--- src/rtl/imt_pkg.sv ---
// ----------------------------------------------------------------------------
// imt_pkg
// Shared types and constants for the indexed array with min tree.
// ----------------------------------------------------------------------------
package imt_pkg;

	localparam int ENTRIES_DEFAULT = 1024;
	// widest store address over the full parameter range (65536 entries + 1)
	localparam int ADDR_W = 17;
	localparam int INDEX_W = 11;
	localparam int DATA_W = 32;

	localparam logic signed [DATA_W-1:0] INT_MAX = 32'sh7FFF_FFFF;

	localparam logic KIND_WRITE = 1'b0;
	localparam logic KIND_READ = 1'b1;

	typedef logic signed [DATA_W-1:0] data_t;
	typedef logic [ADDR_W-1:0] addr_t;

	typedef struct packed {
		logic kind;
		logic [INDEX_W-1:0] cell_index;
		logic signed [DATA_W-1:0] write_value;
	} cmd_t;

	typedef struct packed {
		logic signed [DATA_W-1:0] read_value;
		logic signed [DATA_W-1:0] min_value;
		logic bad_index;
	} result_t;

	typedef struct packed {
		logic cell_we;
		addr_t cell_waddr;
		data_t cell_wdata;
		addr_t cell_raddr;
		logic tree_we;
		addr_t tree_waddr;
		data_t tree_wdata;
		addr_t tree_raddr_a;
		addr_t tree_raddr_b;
	} mem_req_t;

	typedef struct packed {
		data_t cell_rd;
		data_t tree_rd_a;
		data_t tree_rd_b;
	} mem_rsp_t;

endpackage

--- src/rtl/imt_min_unit.sv ---
// ----------------------------------------------------------------------------
// imt_min_unit
// Shared minimum unit: node value from own cell and up to two tree values.
// ----------------------------------------------------------------------------
module imt_min_unit (
	input  imt_pkg::data_t own,
	input  imt_pkg::data_t x,
	input  logic           x_ok,
	input  imt_pkg::data_t y,
	input  logic           y_ok,
	output imt_pkg::data_t m
);
	import imt_pkg::*;

	data_t m1;

	always_comb begin
		m1 = (x_ok && (x < own)) ? x : own;
		m = (y_ok && (y < m1)) ? y : m1;
	end

endmodule

--- config.mk ---
export PLATFORM = sky130hd
export DESIGN_NAME = imt_min_unit
export DESIGN_NICKNAME = d
export VERILOG_FILES = /design/src/rtl/imt_pkg.sv /design/src/rtl/imt_min_unit.sv
export SDC_FILE = /design/constraint.sdc
export NUM_CORES = 1
export LEC_CHECK = 0
export ABC_AREA = 1
export BUFFER_PORTS_ARGS = -buffer_cell sky130_fd_sc_hd__buf_2
export CORE_AREA = 2 2 75 77
export DETAILED_ROUTE_END_ITERATION = 10
export DIE_AREA = 0 0 77 79
export GPL_ROUTABILITY_DRIVEN = 0
export PLACE_DENSITY_LB_ADDON = 0.08
export REMOVE_ABC_BUFFERS = 1
export SLEW_MARGIN = 20
export SYNTH_ARGS = -nofsm -noshare
export SYNTH_HDL_FRONTEND = slang
export SYNTH_SLANG_ARGS = --single-unit
--- constraint.sdc ---
create_clock -name vclk -period 7.7
set_clock_uncertainty 0.2 [all_clocks]
set_input_delay 1.54 -clock vclk [all_inputs]
set_output_delay 1.54 -clock vclk [all_outputs]
set_load 0.05 [all_outputs]
==> Word-level counts from Yosys, hierarchy flattened <==
Index checks and enable logic that the tools add are counted.
W data, S select, Z words.
{ "classes": {"n_reduce_logical": 2, "order_cmp": 2, "n_mux": 2} }
{ "op_table": {"columns": ["operator", "count"], "rows": [
  ["$lt A32 B32 Y1", 2],
  ["$mux W32", 2],
  ["$logic_and A1 B1 Y1", 2]
]} }
{ "totals": {"output_inout_bits": 32, "register_bits": 0} }

==> Longest topological paths before layout <==
Gate-level depths: netlist (run 1).
{ "depth": {"depth_word": 6, "mapped_depth": 34, "ltp_nobuf": 32} }

==> Worst setup path before layout (run 1) <==
OpenSTA, ideal clock, no wires.
{ "synth_path": {"path_kind": "in2out", "from": "input own[21]", "to": "output m[17]", "arrival_ns": 4.918, "required_ns": 5.960, "stages": 24, "path_buffers": 2, "setup_slack_ns": 1.042, "path_cell_list": "inv_1 > ha_1 > a21oi_1 > nor2_1 > nor2_1 > nand3_1 > a21oi_1 > nand3_1 > nand3_4 > clkbuf_1 > nand2_1 > o21ai_0 > inv_1 > ha_1 > nand4_1 > or3_1 > nor4_1 > nand2_1 > nand2_1 > nand2_2 > nand3_2 > buf_6 > nand2_1 > nand2_1"} }
{ "synth_via": {"elab_chain_cells": 6} }
{ "synth_rtl": {"columns": ["item", "line", "rtl"], "rows": [
  ["from (decl)", "imt_min_unit.sv:6", "input imt_pkg::data_t own,"],
  ["$lt A32 B32 Y1", "imt_min_unit.sv:18", "m1 = (x_ok && (x < own)) ? x : own;"],
  ["$logic_and A1 B1 Y1", "imt_min_unit.sv:18", null],
  ["$mux W32 (*)", "imt_min_unit.sv:18", null],
  ["$lt A32 B32 Y1", "imt_min_unit.sv:19", "m = (y_ok && (y < m1)) ? y : m1;"],
  ["$logic_and A1 B1 Y1", "imt_min_unit.sv:19", null],
  ["$mux W32 (*)", "imt_min_unit.sv:19", null],
  ["to (decl)", "imt_min_unit.sv:11", "output imt_pkg::data_t m"]
]} }
Every way passes the cells marked *; elsewhere a longest branch is shown, timed or not.

==> Worst setup path in the final report (run 1) <==
{ "layout_path": {"from": "input own[13]", "to": "output m[8]"} }
The elaborated chain is that of the path after synthesis.

==> run summary, run 1 <==
The run gives 6080 µm² as the die area. The commonest cells after synthesis are sky130_fd_sc_hd__nand2_1, sky130_fd_sc_hd__inv_1, sky130_fd_sc_hd__ha_1. Counting stages on the worst path, the most repeated cell is sky130_fd_sc_hd__nand2_1. The tool flagged a number of max-cap violations equal to 0. For the final setup TNS, the log shows 0 ns.

The detailed router finished its first iteration with 135 violations. The tools report the length of routed wiring on met1 as 3410 µm. The number of different library cells used by synthesis comes to 23. Wires add up to 7380 µm.

Area share of the leading cell type in the synthesized netlist: 0.310. The logs give 4 for the number of iterations in the first detailed-routing pass and 0 for the hold buffer count at CTS. The static leakage is 2.11 nW.

The ratio of total power to cell area came out at 135 nW/µm². The max-slew violation count was 0. Dividing the detail-routed via count by the number of cells gives 5.01. The total area inside the core boundary comes to 5340 µm². The tools report the data arrival time at the worst-slack endpoint as 5.55 ns. The count of synthesis-stage warnings from yosys was 0; the critical path required time was 5.96 ns. Summed over all nets, the half-perimeter wirelength after detailed placement is 5770 µm. The average instance in the mapped netlist occupies 5.61 µm². STA classifies the critical path endpoint as an output pin. The design draws 0.436 mW. There are 0 flip-flops and latches. In the routed design, unresolved DRC markers number 0. Entering global routing, the biggest net connects 36 pins. The repair_antennas step left the layout with diodes totalling 0. Setup repair after global routing left no endpoint under its margin.

Post-layout net count: 728. Routed signal wires occupy layers up through met4. The slew at the pin closest to its max-slew limit came out at 0.760 ns. The number of global-route vias before repair was 2934; the clock period minus final worst setup slack was 7.29 ns.

Summing over every cut layer, the via total after detailed routing is 3194. The cell area that synthesis handed to floorplanning was 2500 µm². In this run the worst hold path is classified as in2out. The headroom to the max-slew limit is 0.493. By startpoint and endpoint, the worst setup path is classified as in2out. The run gives 0.0680 ns as the post-placement setup slack. Measured along the y axis, the die boundary spans 79 µm.

The wire length on met2 is 3480 µm. STA classifies the critical path startpoint as an input port. The global-route wire length before repair was 12100 µm.

Relative to the synthesized area, the layout overhead comes to 29.4%. Dividing the detail-routed wire length by the instance count gives 11.6 µm. Share of cells above drive strength 1: 0.254. The dominant cell type by area after synthesis was sky130_fd_sc_hd__ha_1. For this run, the slowest stage of the critical path takes 0.31 ns. Setup violations remaining at the end of the flow were counted as 0.

For the global router's overall resource usage, the log shows 0.230. The tools report the clock buffer count as 0. Of all nets on the critical path, the largest fanout is 32. Slowest cell on the critical path: sky130_fd_sc_hd__ha_1.

Sequential cell area: 0 µm². Input and output buffers added on the ports amount to 130. The final cycle utilization of the critical path was 0.946. The number of instances in the synthesized netlist was 446; the total met3 wirelength after detailed routing was 433 µm. Yosys attributes the largest share of cell area to sky130_fd_sc_hd__ha_1, sky130_fd_sc_hd__nand2_1, sky130_fd_sc_hd__inv_1. The tools report the initial antenna violation count as 0. The flow ran to the end, and the final reports show no timing, DRC or antenna violations. The most repeated cell in the gate-level netlist after synthesis was sky130_fd_sc_hd__nand2_1.

Pin placement for this block handled 130 I/O pins. For the floorplan row count, the log shows 27. The starting density of the core was 0.468; the number of hold violations in the final report was 0. The worst-case IR drop observed on VDD is 75.2 µV. Global routing finished with a remaining overflow of 0. Setup slack on the critical path of the routed design comes to 0.414 ns. For the post-route antenna net violation count, the log shows 0.

The sequential element share of the synthesized area came out at 0. The maximum achievable frequency is 137 MHz. Measured along the x axis, the die boundary spans 77 µm.
per-layer routing:
layer,up-vias,GRT usage
met5,-,0
met4,0,0.0196
met3,6,0.0148
met2,103,0.455
met1,1360,0.281
li1,1725,-
worst paths after layout:
| check | slack (ns) | cells past startpoint | start | endpoint |
|---|---|---|---|---|
| worst max-delay path | 0.41 | 25 | own[13] | m[8] |
| worst min-delay path | 3.31 | 4 | y[27] | m[27] |
cell usage in the layout (no fill, tap or decap):
cell type and n:
sky130_fd_sc_hd__nor4_1 1, sky130_fd_sc_hd__or3_1 1, sky130_fd_sc_hd__nor3_1 4, sky130_fd_sc_hd__buf_4 6, sky130_fd_sc_hd__inv_1 81, sky130_fd_sc_hd__nor2_1 13, sky130_fd_sc_hd__and2_1 1, sky130_fd_sc_hd__o21ai_0 33
sky130_fd_sc_hd__buf_2 130, sky130_fd_sc_hd__o21a_1 1, sky130_fd_sc_hd__nand3_4 3, sky130_fd_sc_hd__o21ai_1 2, sky130_fd_sc_hd__nand2_2 1, sky130_fd_sc_hd__nand3_1 4, sky130_fd_sc_hd__ha_1 62, sky130_fd_sc_hd__nand4_1 37
sky130_fd_sc_hd__nand2_1 149, sky130_fd_sc_hd__a21oi_1 27, sky130_fd_sc_hd__o221ai_1 2, sky130_fd_sc_hd__nand3_2 2, sky130_fd_sc_hd__o221a_2 1, sky130_fd_sc_hd__buf_8 1, sky130_fd_sc_hd__a211oi_1 4
kinds of logic after synthesis:
kind of cell,share of synthesized area
AOI/OAI and AO/OA,0.151
adders and majority gates,0.310
buffers and inverters,0.162
and+or+nand+nor,0.377
per-stage QoR:
stage               utilization  hold slack [ns]  cells  instance area (µm²)
global route              0.606             3.32    638                 3230
global placement          0.594             3.31    633                 3170
floorplan                     -             3.23    427                 2400
detailed placement        0.594             3.31    633                 3170
CTS                       0.594             3.31    633                 3170
finish                    0.606             3.31    638                 3230
power by group:
group / total (mW) / switching [mW] / internal, mW
Clock: 0 / 0 / 0
Sequential: 0 / 0 / 0
Combinational: 0.436 / 0.310 / 0.126
worst max-delay path, delay by kind of cell:
kind	cells	cell delay, ns
compound gates	8	1.48
fa+ha+maj	2	0.60
buf+inv	5	0.82
simple gates	10	1.08
area by class of cell:
cell class	instances	area [µm²]
multi-input combinational	348	2130
fill	593	2100
timing repair buffer	137	711
inverter	81	304
tap	72	90.1
timing repair:
item / 4_1_cts / 5_1_grt
endpoints found under the setup margin: 0 / 32
setup buffers: 0 / 3
resized for setup: 0 / 5
Note: power is estimated with default switching activity, not from simulation.
==> run 2, diff against run 1 <==
- REMOVE_ABC_BUFFERS: 1 -> not set
==> run summary, run 2 (same netlist as run 1, synthesis figures left out) <==
The flow ran to the end, and the final reports show no timing, DRC or antenna violations. STA classifies the critical path startpoint as an input port. The class of the worst hold path is in2out.

The worst setup path is captured at an output pin. The height of the chip works out to 79 µm (unchanged). Setup repair after global routing could not meet its margin everywhere. DRC violation total after the first TritonRoute iteration: 87 (-36%). The library cell used most frequently in the layout, excluding fill and tap cells, is sky130_fd_sc_hd__nand2_1.

The run gives 5950 µm (+3.1%) as the half-perimeter wire length after detailed placement. The slew at the pin closest to its max-slew limit is 0.650 ns (-0.110 ns). The routed wirelength normalized by instance count came out at 11.3 µm (-2.7%). In the layout the commonest cells are sky130_fd_sc_hd__nand2_1, sky130_fd_sc_hd__buf_2, sky130_fd_sc_hd__inv_1, sky130_fd_sc_hd__ha_1, sky130_fd_sc_hd__nand4_1.

The peak per-stage delay on the critical path is 0.36 ns (+0.05 ns), and the global router's overall resource usage is 0.223 (-0.00651). The sequential cell area came out at 0 µm² (unchanged). The logs give 2.10 nW (-0.56%) for the static leakage and 130 (unchanged) for the count of pins on the block boundary. The tools report the number of max-cap violations as 0 (unchanged). The total power draw was 0.432 mW (-1.0%). The critical path required time is 5.96 ns (about the same). The most prevalent standard cell on the critical path was sky130_fd_sc_hd__nand2_1.

The number of I/O port buffers was 130 (unchanged). The hold buffer count at CTS came out at 0 (unchanged). The max-slew violation count is 0 (unchanged). The biggest fanout along the worst timing path is 31 (-3.1%), and the final setup TNS is 0 ns (unchanged). The post-route DRC violation count is 0 (unchanged). The most critical setup path has its startpoint at own[31]. The number of iterations in the first detailed-routing pass is 4 (unchanged), and the ratio of total power to cell area is 134 nW/µm² (-0.35%). The post-placement setup slack is 0.110 ns (+0.0422 ns). The count of filler cells inserted in the layout is 576 (-2.9%).

The clock buffer count came out at 0 (unchanged). The run gives 0 (unchanged) as the post-route antenna net violation count. For the pin count of the biggest net entering global routing, the log shows 34 (-5.6%). Share of cells above drive strength 1: 0.249 (-0.00531). The slowest cell on the critical path is sky130_fd_sc_hd__ha_1. The kind of critical path is in2out. The die area came out at 6080 µm² (unchanged).

The logs give 0.368 ns (-0.0463 ns) for the final worst setup slack and 0.567 (+0.0734) for the headroom to the max-slew limit. The floorplan row count came out at 27 (unchanged). Number of hold violations in the final report: 0 (unchanged). The data arrival time at the worst-slack endpoint was 5.59 ns (+0.04 ns). The initial antenna violation count is 0 (unchanged). The total global routing overflow was 0 (unchanged); the clock period minus final worst setup slack was 7.33 ns (+0.0463 ns). The number of instances on the worst hold path came out at 4 (unchanged). The post-layout net count is 724 (-0.55%). The horizontal die dimension was 77 µm (unchanged); the area occupied by multi-input gates was 2120 µm² (-0.35%).

The run gives 3152 (-1.3%) as the total number of vias. The maximum achievable frequency is 136 MHz (-0.63%). The final-report setup violation count was 0 (unchanged). The number of global-route vias before repair is 2877 (-1.9%), and the number of nets produced by synthesis is 606. The startpoint identified for the worst hold timing path is y[7].

The core box area is 5340 µm² (unchanged), and the worst IR drop on VDD is 106 µV (+40%). The run gives 0 (unchanged) as the count of flip-flops and latches. The mean number of vias per cell was 4.97 (-0.69%); the detailed-route wire length was 7140 µm (-3.3%). The antenna diode count is 0 (unchanged).

The tools report the global-route wire length before repair as 11800 µm (-2.5%). The area added between synthesis and finish is 28.5%, and the starting density of the core is 0.468 (unchanged). The worst hold path terminates at m[7]. The final cycle utilization of the critical path works out to 0.952 (+0.00601).
## run 2: cell type report
type	count	share of cell area
multi-input cells	348	0.660
repair buffers	133	0.217
inverters	81	0.0946
well taps	72	0.0280
## run 2: per-stage QoR
| stage | instances | area [µm²] | hold WS (ns) | util |
|---|---|---|---|---|
| after floorplan | 446 | 2500 | 3.23 | - |
| after global placement | 632 | 3170 | 3.31 | 0.595 |
| after detailed placement | 632 | 3170 | 3.31 | 0.595 |
| after CTS | 632 | 3170 | 3.31 | 0.595 |
| after global routing | 634 | 3210 | 3.33 | 0.602 |
| final | 634 | 3210 | 3.31 | 0.602 |
## run 2: worst max path at each step
| stage | depth (start not counted) | endpoint | slack, ns |
|---|---|---|---|
| 2_1_floorplan | 24 | m[17] | 1.04 |
| 3_3_place_gp | 26 | m[31] | 0.17 |
| 3_5_place_dp | 25 | m[20] | 0.11 |
| 4_1_cts | 25 | m[0] | 0.1 |
| 5_1_grt | 29 | m[20] | -0.03 |
| 6_report | 26 | m[12] | 0.37 |
## run 2: what timing repair did
action	4_1_cts	5_1_grt
endpoints found under the setup margin	0	32
resized for setup	0	5
buffers inserted	0	0
## run 2: per-layer routing
metal / vias up / part of all wire / GRT usage
li1: 1709 / - / -
met1: 1326 / 0.44 / 0.272
met2: 107 / 0.48 / 0.425
met3: 10 / 0.060 / 0.0148
met4: 0 / 0.024 / 0.0554
met5: - / 0 / 0
## run 2: critical path, delay by kind of cell
kind	cells	cell delay (ns)
AND/OR/NAND/NOR	12	1.47
AO/OA/AOI/OAI	7	1.28
buffers and inverters	5	0.65
adder cells (fa/ha/maj)	2	0.64
## run 2: power by group
| part | switching, mW | leakage [nW] | internal (mW) | total, mW |
|---|---|---|---|---|
| Clock | 0 | 0 | 0 | 0 |
| Combinational | 0.307 | 2.10 | 0.125 | 0.432 |
| Sequential | 0 | 0 | 0 | 0 |
| Total | 0.307 | 2.10 | 0.125 | 0.432 |
